==> config.mk <==
export PLATFORM = sky130hd
export DESIGN_NAME = mtsw_ctrl
export DESIGN_NICKNAME = d
export VERILOG_FILES = /design/src/rtl/mtsw_pkg.sv /design/src/rtl/mtsw_ctrl.sv
export SDC_FILE = /design/constraint.sdc
export NUM_CORES = 1
export LEC_CHECK = 0
export BUFFER_PORTS_ARGS = -buffer_cell sky130_fd_sc_hd__buf_4
export CAP_MARGIN = 10
export CELL_PAD_IN_SITES_DETAIL_PLACEMENT = 1
export CELL_PAD_IN_SITES_GLOBAL_PLACEMENT = 2
export CORE_UTILIZATION = 29
export CTS_BUF_LIST = sky130_fd_sc_hd__clkbuf_16
export CTS_CLUSTER_DIAMETER = 60
export DETAILED_ROUTE_END_ITERATION = 8
export PLACE_DENSITY_LB_ADDON = 0.08
export SYNTH_ARGS = -nofsm -noshare
export SYNTH_HDL_FRONTEND = slang
export SYNTH_SLANG_ARGS = --single-unit
==> constraint.sdc <==
create_clock -name i_clk -period 1.44 [get_ports i_clk]
set_input_delay 0.144 -clock i_clk [delete_from_list [all_inputs] [get_ports i_clk]]
set_output_delay 0.144 -clock i_clk [all_outputs]
set_load 0.01 [all_outputs]
==> src/rtl/mtsw_pkg.sv <==
// shared types, operation codes and constants of the motion to scroll wheel block
`timescale 1ns / 1ps
`default_nettype none
package mtsw_pkg;

    typedef struct packed {
        logic signed [15:0] x_motion;
        logic signed [15:0] y_motion;
        logic               x_absolute;
        logic               y_absolute;
        logic [31:0]        event_time;
    } t_in_item;

    typedef struct packed {
        logic [2:0] horizontal_button;
        logic [9:0] horizontal_clicks;
        logic [2:0] vertical_button;
        logic [9:0] vertical_clicks;
    } t_out_item;

    localparam logic [3:0] OP_NONE      = 4'd0;
    localparam logic [3:0] OP_LOAD      = 4'd1;
    localparam logic [3:0] OP_VEL_INIT  = 4'd2;
    localparam logic [3:0] OP_DIV_STEP  = 4'd3;
    localparam logic [3:0] OP_CBRT_INIT = 4'd4;
    localparam logic [3:0] OP_CBRT_STEP = 4'd5;
    localparam logic [3:0] OP_MUL_M     = 4'd6;
    localparam logic [3:0] OP_MUL_P     = 4'd7;
    localparam logic [3:0] OP_P_SUM     = 4'd8;
    localparam logic [3:0] OP_MUL_G     = 4'd9;
    localparam logic [3:0] OP_W_SUM     = 4'd10;
    localparam logic [3:0] OP_ACC       = 4'd11;
    localparam logic [3:0] OP_CLICKS    = 4'd12;
    localparam logic [3:0] OP_ZERO      = 4'd13;
    localparam logic [3:0] OP_DIV5      = 4'd14;

    typedef struct packed {
        logic [3:0] op;
        logic       axis;
    } t_cmd;

    typedef struct packed {
        logic skip;
    } t_status;

    localparam logic CFG_INVERT = 1'b0;
    localparam logic CFG_GAIN   = 1'b1;

    localparam logic [15:0] GAIN_RESET = 16'd4096;

    localparam int DIV_STEPS  = 32;
    localparam int CBRT_STEPS = 21;
    localparam int CNT_W      = $clog2(DIV_STEPS);

    localparam logic [2:0] BTN_NONE  = 3'd0;
    localparam logic [2:0] BTN_UP    = 3'd4;
    localparam logic [2:0] BTN_DOWN  = 3'd5;
    localparam logic [2:0] BTN_LEFT  = 3'd6;
    localparam logic [2:0] BTN_RIGHT = 3'd7;

endpackage
`default_nettype wire

==> src/rtl/mtsw_ctrl.sv <==
// controller: sequences the datapath per item and owns the handshakes
`timescale 1ns / 1ps
`default_nettype none
module mtsw_ctrl (
    input  wire logic              i_clk,
    input  wire logic              i_rst_n,
    input  wire logic              i_in_valid,
    output logic                   o_in_stall,
    output logic                   o_out_valid,
    input  wire logic              i_out_stall,
    input  wire mtsw_pkg::t_status i_status,
    output mtsw_pkg::t_cmd         o_cmd
);

    localparam logic [3:0] S_IDLE  = 4'd0;
    localparam logic [3:0] S_VINIT = 4'd1;
    localparam logic [3:0] S_VDIV  = 4'd2;
    localparam logic [3:0] S_CINIT = 4'd3;
    localparam logic [3:0] S_CBRT  = 4'd4;
    localparam logic [3:0] S_MULM  = 4'd5;
    localparam logic [3:0] S_MULP  = 4'd6;
    localparam logic [3:0] S_PSUM  = 4'd7;
    localparam logic [3:0] S_MULG  = 4'd8;
    localparam logic [3:0] S_WSUM  = 4'd9;
    localparam logic [3:0] S_MDIV  = 4'd10;
    localparam logic [3:0] S_ACC   = 4'd11;
    localparam logic [3:0] S_DONE  = 4'd12;

    localparam logic [mtsw_pkg::CNT_W-1:0] DIV_LAST  =
        mtsw_pkg::CNT_W'(mtsw_pkg::DIV_STEPS - 1);
    localparam logic [mtsw_pkg::CNT_W-1:0] CBRT_LAST =
        mtsw_pkg::CNT_W'(mtsw_pkg::CBRT_STEPS - 1);

    logic [3:0]                r_state, n_state;
    logic [mtsw_pkg::CNT_W-1:0] r_cnt, n_cnt;
    logic                      r_axis, n_axis;
    logic                      r_out_valid, n_out_valid;
    logic [3:0]                op;

    always_comb begin
        n_state     = r_state;
        n_cnt       = r_cnt;
        n_axis      = r_axis;
        n_out_valid = r_out_valid && i_out_stall;
        op          = mtsw_pkg::OP_NONE;
        case (r_state)
            S_IDLE: begin
                if (i_in_valid) begin
                    op      = mtsw_pkg::OP_LOAD;
                    n_axis  = 1'b0;
                    n_state = S_VINIT;
                end
            end
            S_VINIT: begin
                if (i_status.skip) begin
                    n_state = S_DONE;
                end else begin
                    op      = mtsw_pkg::OP_VEL_INIT;
                    n_cnt   = '0;
                    n_state = S_VDIV;
                end
            end
            S_VDIV: begin
                op    = mtsw_pkg::OP_DIV_STEP;
                n_cnt = r_cnt + 1'b1;
                if (r_cnt == DIV_LAST) n_state = S_CINIT;
            end
            S_CINIT: begin
                op      = mtsw_pkg::OP_CBRT_INIT;
                n_cnt   = '0;
                n_state = S_CBRT;
            end
            S_CBRT: begin
                op    = mtsw_pkg::OP_CBRT_STEP;
                n_cnt = r_cnt + 1'b1;
                if (r_cnt == CBRT_LAST) n_state = S_MULM;
            end
            S_MULM: begin
                op      = mtsw_pkg::OP_MUL_M;
                n_state = S_MULP;
            end
            S_MULP: begin
                op      = mtsw_pkg::OP_MUL_P;
                n_state = S_PSUM;
            end
            S_PSUM: begin
                op      = mtsw_pkg::OP_P_SUM;
                n_state = S_MULG;
            end
            S_MULG: begin
                op      = mtsw_pkg::OP_MUL_G;
                n_state = S_WSUM;
            end
            S_WSUM: begin
                op      = mtsw_pkg::OP_W_SUM;
                n_state = S_MDIV;
            end
            S_MDIV: begin
                op      = mtsw_pkg::OP_DIV5;
                n_state = S_ACC;
            end
            S_ACC: begin
                op = mtsw_pkg::OP_ACC;
                if (!r_axis) begin
                    n_axis  = 1'b1;
                    n_state = S_VINIT;
                end else begin
                    n_state = S_DONE;
                end
            end
            S_DONE: begin
                if (!r_out_valid || !i_out_stall) begin
                    op          = i_status.skip ? mtsw_pkg::OP_ZERO : mtsw_pkg::OP_CLICKS;
                    n_out_valid = 1'b1;
                    n_state     = S_IDLE;
                end
            end
            default: begin
                n_state = S_IDLE;
            end
        endcase
    end

    always_ff @(posedge i_clk) begin
        if (!i_rst_n) begin
            r_state     <= S_IDLE;
            r_cnt       <= '0;
            r_axis      <= 1'b0;
            r_out_valid <= 1'b0;
        end else begin
            r_state     <= n_state;
            r_cnt       <= n_cnt;
            r_axis      <= n_axis;
            r_out_valid <= n_out_valid;
        end
    end

    assign o_in_stall  = (r_state != S_IDLE);
    assign o_out_valid = r_out_valid;
    assign o_cmd.op    = op;
    assign o_cmd.axis  = r_axis;

endmodule
`default_nettype wire

==> results of run 1 <==
## state kept, by name, indices dropped and copies added, names as in the netlist
signal,count
r_axis,1
o_out_valid,1
r_state,4
r_cnt,5
## critical path: stages (launching register included)
cell and delay, ns:
sky130_fd_sc_hd__dfxtp_4 0.37, sky130_fd_sc_hd__buf_6 0.12, sky130_fd_sc_hd__or4_4 0.47, sky130_fd_sc_hd__buf_6 0.13
## layer usage
metal  part of all wire (%)  track usage, %  routed length, microns
met2                     45           26.51                    1161
met1                     50           24.42                    1287
met3                    4.1           4.419                     106
met4                    1.5           7.857                      38
met5                      0               0                       0
## cell families after synthesis
logic type | count (synthesis) | synth area share, %
simple gates | 39 | 25.90
fa+ha+maj | 3 | 4.491
compound gates | 30 | 27.25
flops | 11 | 26.35
mux | 6 | 7.186
buf+inv | 12 | 7.783
xor+xnor | 1 | 1.048
## timing repair
item / CTS / global route
endpoints found under the setup margin: 6 / 6
hold buffers: 0 / 0
resized for setup: 23 / 6
buffers inserted: 3 / 4
pin swaps: 7 / 7
## area by class of cell
type | instances | area [sq um]
clock buffers | 3 | 75.07
clock inverters | 1 | 3.754
fillers | 320 | 1486
inverters | 5 | 18.77
multi-input cells | 79 | 630.6
flip-flops and latches | 11 | 236.5
well taps | 31 | 38.79
repair buffers | 31 | 244.0
## layout by cell type, fill, tap and decap left out, types with 2 or more instances in the layout
cell                        synthesis  layout
sky130_fd_sc_hd__a21oi_4            1       2
sky130_fd_sc_hd__a221oi_2           0       2
sky130_fd_sc_hd__a32oi_1            2       2
sky130_fd_sc_hd__dfxtp_4            0       3
sky130_fd_sc_hd__nand2_1           15      14
sky130_fd_sc_hd__inv_2              1       2
sky130_fd_sc_hd__a21oi_1            8       6
sky130_fd_sc_hd__buf_6              1       3
sky130_fd_sc_hd__clkbuf_16          0       3
sky130_fd_sc_hd__ha_4               0       2
sky130_fd_sc_hd__inv_1              4       4
sky130_fd_sc_hd__o22ai_1            2       2
sky130_fd_sc_hd__dfxtp_1           11       4
sky130_fd_sc_hd__o21ai_1            4       4
sky130_fd_sc_hd__dfxtp_2            0       4
sky130_fd_sc_hd__nand3_1            2       2
sky130_fd_sc_hd__buf_4              2      28
sky130_fd_sc_hd__nor2_1             3       3
sky130_fd_sc_hd__nand2b_4           1       3
sky130_fd_sc_hd__nand2b_1           7       5
sky130_fd_sc_hd__mux2i_1            6       6
sky130_fd_sc_hd__nor3_1             2       2
## per-stage QoR
step	setup TNS, ns	hold WS (ns)	utilization [%]	area (sq um)	power, mW
6_report	-0.04128	0.1434	45.63	1247	1.732
5_1_grt	-0.2385	0.1848	45.63	1247	1.834
2_1_floorplan	0	0.2810	-	835.8	0.8081
3_5_place_dp	-0.02351	0.3915	36.89	1008	1.037
3_3_place_gp	-0.05568	0.3839	36.89	1008	1.038
4_1_cts	-0.05458	0.1405	43.71	1195	1.665
## power breakdown
part / switching, mW / internal (mW)
Combinational: 0.381 / 0.414
Clock: 0.153 / 0.366
Sequential: 0.0646 / 0.352
Total: 0.599 / 1.13
## worst max-delay path by stage
stage | slack, ns | end
CTS | -0.04 | o_in_stall
finish | -0.03 | o_in_stall
floorplan | 0.1 | r_state[0]$_SDFFE_PN0P_
global route | -0.07 | o_cmd[3]
global placement | -0.06 | r_state[0]$_SDFFE_PN0P_
detailed placement | -0.02 | r_state[0]$_SDFFE_PN0P_
==> results, run 1 <==
- The net count after synthesis is 110.
- The power per standard cell area is 1388 mW/mm^2.
- The floorplan has 19 rows.
- The mapped netlist covers 835.8 sq um.
- The worst register-to-register path has a depth of 7.
- The filler-free cell count of the finished design is 161.
- The final number of max-transition violations is 0.
- From bottom edge to top edge, the die measures 55.69 microns.
- The tool flagged a number of max-cap violations equal to 0.
- Counting instances in the post-synthesis netlist gives the leading cell types as sky130_fd_sc_hd__nand2_1, sky130_fd_sc_hd__dfxtp_1, sky130_fd_sc_hd__a21oi_1.
- The routed length per placed instance is 16.11 microns.
- The highest clock rate is 0.6780 GHz.
- The endpoint arrival time on the critical path is 1.33 ns.
- Clock-pin slew was measured on the worst setup and hold paths at 0.05 ns.
- The worst setup path is of the flop to output pin kind.
- The top cell type's share of synthesized area is 26.35%.
- The worst register-to-register path ends at r_state[0]$_SDFFE_PN0P_.
- The number of different library cells used by synthesis comes to 39.
- The peak supply drop is 0.7483 mV.
- The number of global-route vias before repair is 847.
- At the pin with the least slew margin, the transition time is 0.3159 ns.
- The routability-driven placement congestion ratio is 0.7206.
- The critical path startpoint category is a flop.
- Once placement completed, the tool counted placed cells totaling 150.
- In this run the horizontal extent of the chip is 55.69 microns.
- The average via count per standard cell is 5.124.
- The final reports fail on negative setup slack.
- The post-route minimum period is 1.475 ns.
- The first-pass GRT wire length is 4167 microns.
- After legalization and detailed placement, the total HPWL measured 1715 microns.
- In this run the remaining antenna-violating nets after routing total 0.
- The initial DRC count is 25.
- The die covers 0.003101 sq mm.
- The setup-violating endpoint count in the final report is 2.
- The worst register-to-register path begins at r_cnt[1]$_SDFFE_PN0P_.
- The capture endpoint of the worst hold path is o_out_valid$_SDFF_PN0_.
- The via total after detailed routing is 825.
- At the placement stage, the worst setup path has a slack of -0.02351 ns.
- After synthesis, the cell types taking the most area are sky130_fd_sc_hd__dfxtp_1, sky130_fd_sc_hd__mux2i_1, sky130_fd_sc_hd__nand2_1, sky130_fd_sc_hd__nand2b_1, sky130_fd_sc_hd__a21oi_1.
- Clock tree synthesis inserted a total of 3 buffers.
- Of the available clock period, the critical path in the final layout requires 102.4%.
- The share of synthesized flip-flops with an asynchronous set or reset is 0%.
- Setup repair after global routing could not meet its margin everywhere.
- The sequential fraction of the synthesis area is 26.35%.
- The largest driver fanout on the critical path is 7.
- The launch point of the critical path is r_state[0]$_SDFFE_PN0P_.
- The post-route netlist has 47.69% of its cells at a drive strength greater than 1.
- For this run, the total global-route usage over all layers was measured as 17.85%.
- The dominant cell type by area after synthesis is sky130_fd_sc_hd__dfxtp_1.
- After layout, the worst setup slack is -0.03487 ns.
- TritonCTS built the clock tree.
- For this run, design rule violations remaining after detail routing come to 0.
- The final worst clock skew is 0.002453 ns.
- Among all cell types in the netlist, the one instantiated most often is sky130_fd_sc_hd__nand2_1.
- The buffer type at the clock tree root is sky130_fd_sc_hd__clkbuf_16.
- The maximum number of pins on one net before global-route repair is 12.
- In this run the most critical hold path is launched from i_out_stall.
- The aggregate routed wire length is 2593 microns.
- Across all register-to-register paths, the minimum setup slack is 0.05 ns.
- The number of buffers on the longest clock path is 2.
- The effective utilization at floorplan is 30.57%.
- The clock latency at the later pin of the worst-skew pair is 0.24 ns.
- Headroom to the max-slew limit came out at 78.94%.
- The final global-route overflow total is 0.
- The number of cells traversed by the worst hold path is 3.
- For this design the top-level I/O count stands at 12.
- In the synthesized netlist the dominant register cell turns out to be sky130_fd_sc_hd__dfxtp_1.
- The cell count after synthesis came out at 102.
- The post-synthesis average cell area is 8.194 sq um.
- The net total in the final layout is 139.
- The required time of the critical path is 1.30 ns.
- The flop and latch count out of synthesis is 11.
- The clock drives 11 sinks.
- Summed over all cells, the static leakage comes to 0.4993 nW.
- The total number of yosys warnings is 0.
- The synthesized design contains 0 enable-type register cells.
- The total iterations of the first detailed-routing run is 4.
- The count of antenna diodes in the layout is 0.
- The tightest min-delay check is of the input pin to flop type.
- CTS built an H-tree with a depth of 1.
- The initial antenna violation count was 0.
- In this run the standard cell core region covers 0.002734 sq mm.
- The flow ran to the end, but the final reports show violations.
- The worst setup path is captured at an output pin.
- The synthesis-to-finish area growth is 49.25%.
- During placement, the flow inserted port buffers numbering 11.
- The count of endpoints failing hold in the final timing report was 0.
No activity file was read; power rests on OpenSTA's default activity.
==> inputs of run 2 (changes only) <==
ABC_AREA = 1   (was unset)
CORE_UTILIZATION = 26   (was 29)
==> run 2 against run 1 <==
  * The run still ends with negative setup slack left
  * Fmax fell by 2.2%
  * Cell count rose by 17%
  * Flip-flop and latch count did not move
  * Critical path depth rose by 4
  * First-iteration DRC count fell by 88%
  * Core utilization fell by 1.0 points
  * Sequential share of layout area barely moved
  * Cell area fell by 0.50%
  * Area after synthesis fell by 7.8%
  * Clock skew fell by 0.0015 ns
  * Combinational power rose by 130%
  * Count of clock-buffer cells in the layout did not move
  * Highest routed layer unchanged
==> results, run 2 <==
- The run finished, with violations left.
- The checks that failed: negative setup slack.
- The register bank with the most flops is r_cnt.
- The residual antenna-violating net count after detailed routing was 0 (unchanged).
- The post-layout worst setup margin is -0.06820 ns (-0.03333 ns).
- The aggregate routed wire length is 2457 microns (-5.2%).
- The via total after detailed routing is 903 (+9.5%).
- The largest registers in the layout are r_cnt (5), r_state (4).
- The number of hold-repair buffers added at the cts stage is 0 (unchanged).
- The largest driver fanout on the critical path came to 6 (-1).
- The utilization of the core after routing came to 44.62% (-1.0 points).
- The initial antenna violation count came to 0 (unchanged).
- The average via count per standard cell is 4.803 (-6.3%).
- The highest clock rate is 0.6630 GHz (-2.2%).
- The number of global-route vias before repair is 876 (+3.4%).
- The clock latency at the later pin of the worst-skew pair was 0.24 ns (about the same).
- The number of buffers on the longest clock path is 2 (unchanged).
- The floorplan die area was 0.003186 sq mm (+2.7%).
- The clock edge transition at the registers on the reported setup and hold paths is 0.04 ns (about the same).
- The maximum number of pins on one net before global-route repair is 11 (-1).
- The power per standard cell area is 2282 mW/mm^2 (+64%).
- Among all flip-flop cells after synthesis, the most frequent one is sky130_fd_sc_hd__dfxtp_1.
- The count of antenna diodes in the layout is 0 (unchanged).
- The post-synthesis average cell area came to 6.318 sq um (-23%).
- The number of enable flip-flop cells after synthesis is 0 (unchanged).
- The first-pass GRT wire length is 4008 microns (-3.8%).
- The relative max-transition margin is 76.80% (-2.1 points).
- The row count is 19 (unchanged).
- The overall global routing resource usage is 16.19% (-1.7 points).
- The count of input and output buffers is 11 (unchanged).
- The share of final-layout standard cells stronger than drive strength 1 came to 50.96% (+3.3 points).
- The most common library cell in the layout ignoring fill and taps is sky130_fd_sc_hd__buf_4.
- In this run the clock root is driven by a sky130_fd_sc_hd__clkbuf_16.
- The synthesis-to-finish area growth is 61.04%.
- The net total in the final layout is 166 (+19%).
- The post-route minimum period is 1.508 ns (+0.03333 ns).
- The endpoint arrival time on the critical path is 1.36 ns (+0.03 ns).
- Ranked by total cell area, the synthesized netlist is headed by sky130_fd_sc_hd__dfxtp_1, sky130_fd_sc_hd__nand2_1, sky130_fd_sc_hd__inv_1, sky130_fd_sc_hd__a21oi_1, sky130_fd_sc_hd__nand3_1.
- The static leakage was 0.5851 nW (+17%).
- The final worst clock skew is 0.0009324 ns (-0.001521 ns).
- The cell area after synthesis is 770.7 sq um (-7.8%).
- Sorting the synthesized cells by how often they occur yields sky130_fd_sc_hd__nand2_1, sky130_fd_sc_hd__inv_1, sky130_fd_sc_hd__nor2_1.
- The count of unique library cells instantiated by Yosys is 24 (-38%).
- The path class of the lowest-slack min-delay path is input pin to flop.
- The routed length per placed instance came to 13.07 microns (-19%).
- The number of instances in the synthesized netlist is 122 (+20%).
- The net count after synthesis is 130 (+18%).
- The pin slew with the least headroom to its limit is 0.3459 ns (+0.03000 ns).
- The critical path startpoint category is a flop.
- The number of levels in the clock H-tree is 1 (unchanged).
- The routability-driven placement congestion ratio is 0.7575 (+5.1%).
- The setup-violating endpoint count in the final report came to 9 (+7).
- Summed over all instances, the cell type with the most area after synthesis is sky130_fd_sc_hd__dfxtp_1.
- The total DRC errors in the routed layout is 0 (unchanged).
- The final number of max-transition violations is 0 (unchanged).
- The y dimension of the die is 56.45 microns (+1.4%).
- The worst setup slack after placement is 0.01480 ns (+0.03831 ns).
- The CTS sink count is 11 (unchanged).
- The peak supply drop came to 1.225 mV (+64%).
- The top cell type's share of synthesized area was 28.57% (+2.2 points).
- The worst setup path is captured at an output pin.
- The count of endpoints failing hold in the final timing report is 0 (unchanged).
- The sequential fraction of the synthesis area was 28.57% (+2.2 points).
- The effective utilization at floorplan is 27.71% (-2.9 points).
- The portion of the clock cycle consumed by the worst path in the final layout is 104.7% (+2.3 points).
- The final global-route overflow total is 0 (unchanged).
- The die outline width is 56.45 microns (+1.4%).
- The share of synthesized flip-flops with an asynchronous set or reset came to 0% (unchanged).
- The total iterations of the first detailed-routing run is 4 (unchanged).
- The number of flip-flops in the largest register is 5 (unchanged).
- The detailed-placement wirelength estimate is 1757 microns (+2.5%).
- The CTS buffer count came to 3 (unchanged).
- The boundary pin count came to 12 (unchanged).
- The flop and latch count out of synthesis was 11 (unchanged).
- The library cells used most frequently in the layout, excluding fill and tap cells, are sky130_fd_sc_hd__buf_4, sky130_fd_sc_hd__nand2_1, sky130_fd_sc_hd__inv_1.
- The worst slack on hold paths is 0.09760 ns (-0.04580 ns).
- The most numerous cell in the Yosys netlist is sky130_fd_sc_hd__nand2_1.
- TritonCTS built the clock tree.
- Setup repair after global routing could not meet its margin everywhere.
- The required time of the critical path came to 1.30 ns (about the same).
- The total of max-cap violations came to 0 (unchanged).
- The total core area is 0.002781 sq mm (+1.7%).
- The total number of yosys warnings came to 0 (unchanged).
- The initial DRC count is 3 (-88%).
- The class of the most critical setup path is flop to output pin.
run 2: cell count changes in the layout (fill, tap and decap cells not counted), sizes merged, moves of 6 or more:
cell	previous run	this run
nand3	2	9
nand2	16	36
nand2b	8	0
mux2i	6	0
nor2	4	16
inv	6	22
run 2: final cells by class:
type | instances | area, sq um
Clock buffer | 3 | 75.07
Clock inverter | 1 | 3.754
Fill cell | 361 | 1540
Inverter | 22 | 82.58
Multi-Input combinational cell | 87 | 554.3
Sequential cell | 11 | 235.2
Tap cell | 31 | 38.79
Timing Repair Buffer | 33 | 251.5
run 2: final timing paths:
kind,startpoint,to,slack [ns],cells after the start
worst min-delay path,i_rst_n,r_state[1]$_SDFFE_PN0P_,0.1,3
worst max register to register,r_state[2]$_SDFFE_PN0P_,r_axis$_SDFFE_PN0P_,-0.04,10
worst max-delay path,r_state[2]$_SDFFE_PN0P_,o_cmd[2],-0.07,7
worst min register to register,r_cnt[4]$_SDFFE_PN0P_,r_cnt[4]$_SDFFE_PN0P_,0.48,2
run 2: where the power goes:
part | switching (mW) | internal (mW) | total (mW)
registers | 0.0977 | 0.396 | 0.493
clock network | 0.144 | 0.365 | 0.509
logic | 0.927 | 0.903 | 1.83
total | 1.17 | 1.66 | 2.83
run 2: critical path, cell delays in order, from the launching register on:
cell	delay [ns]
sky130_fd_sc_hd__dfxtp_2	0.33
sky130_fd_sc_hd__buf_6	0.12
sky130_fd_sc_hd__nor2_4	0.19
sky130_fd_sc_hd__inv_2	0.09
sky130_fd_sc_hd__nor2_2	0.11
sky130_fd_sc_hd__nand2_1	0.07
sky130_fd_sc_hd__nand4_1	0.09
sky130_fd_sc_hd__buf_4	0.12
run 2: timing repair:
item	CTS	global route
pin swaps	8	15
setup endpoints to repair	4	12
gates resized for setup	17	27
hold endpoints to repair	0	0
setup buffers	11	4
run 2: cells by family (layout without fill, tap and decap cells):
| logic type | after synthesis | in the layout | synth area share, % |
|---|---|---|---|
| simple gates | 67 | 67 | 40.10 |
| buf+inv | 24 | 59 | 13.15 |
| compound gates | 17 | 17 | 13.31 |
| flops | 11 | 11 | 28.57 |
| fa+ha+maj | 3 | 3 | 4.871 |
run 2: metrics by stage:
stage / total power, mW / cell area, sq um / setup TNS (ns) / cells
after floorplan: 1.183 / 770.7 / 0 / 122
after global placement: 1.645 / 925.9 / 0 / 169
after detailed placement: 1.634 / 925.9 / 0 / 169
after CTS: 2.534 / 1132 / -0.2367 / 184
after global routing: 3.019 / 1241 / -0.9656 / 188
final: 2.833 / 1241 / -0.2819 / 188
run 2: metal layers:
layer / vias to the layer above / GRT usage [%] / wire length, microns
met2: 9 / 26.89 / 1263
met5: - / 0 / 0
li1: 455 / - / -
met1: 437 / 21.13 / 1112
met3: 2 / 4.147 / 71
met4: 0 / 3.136 / 9
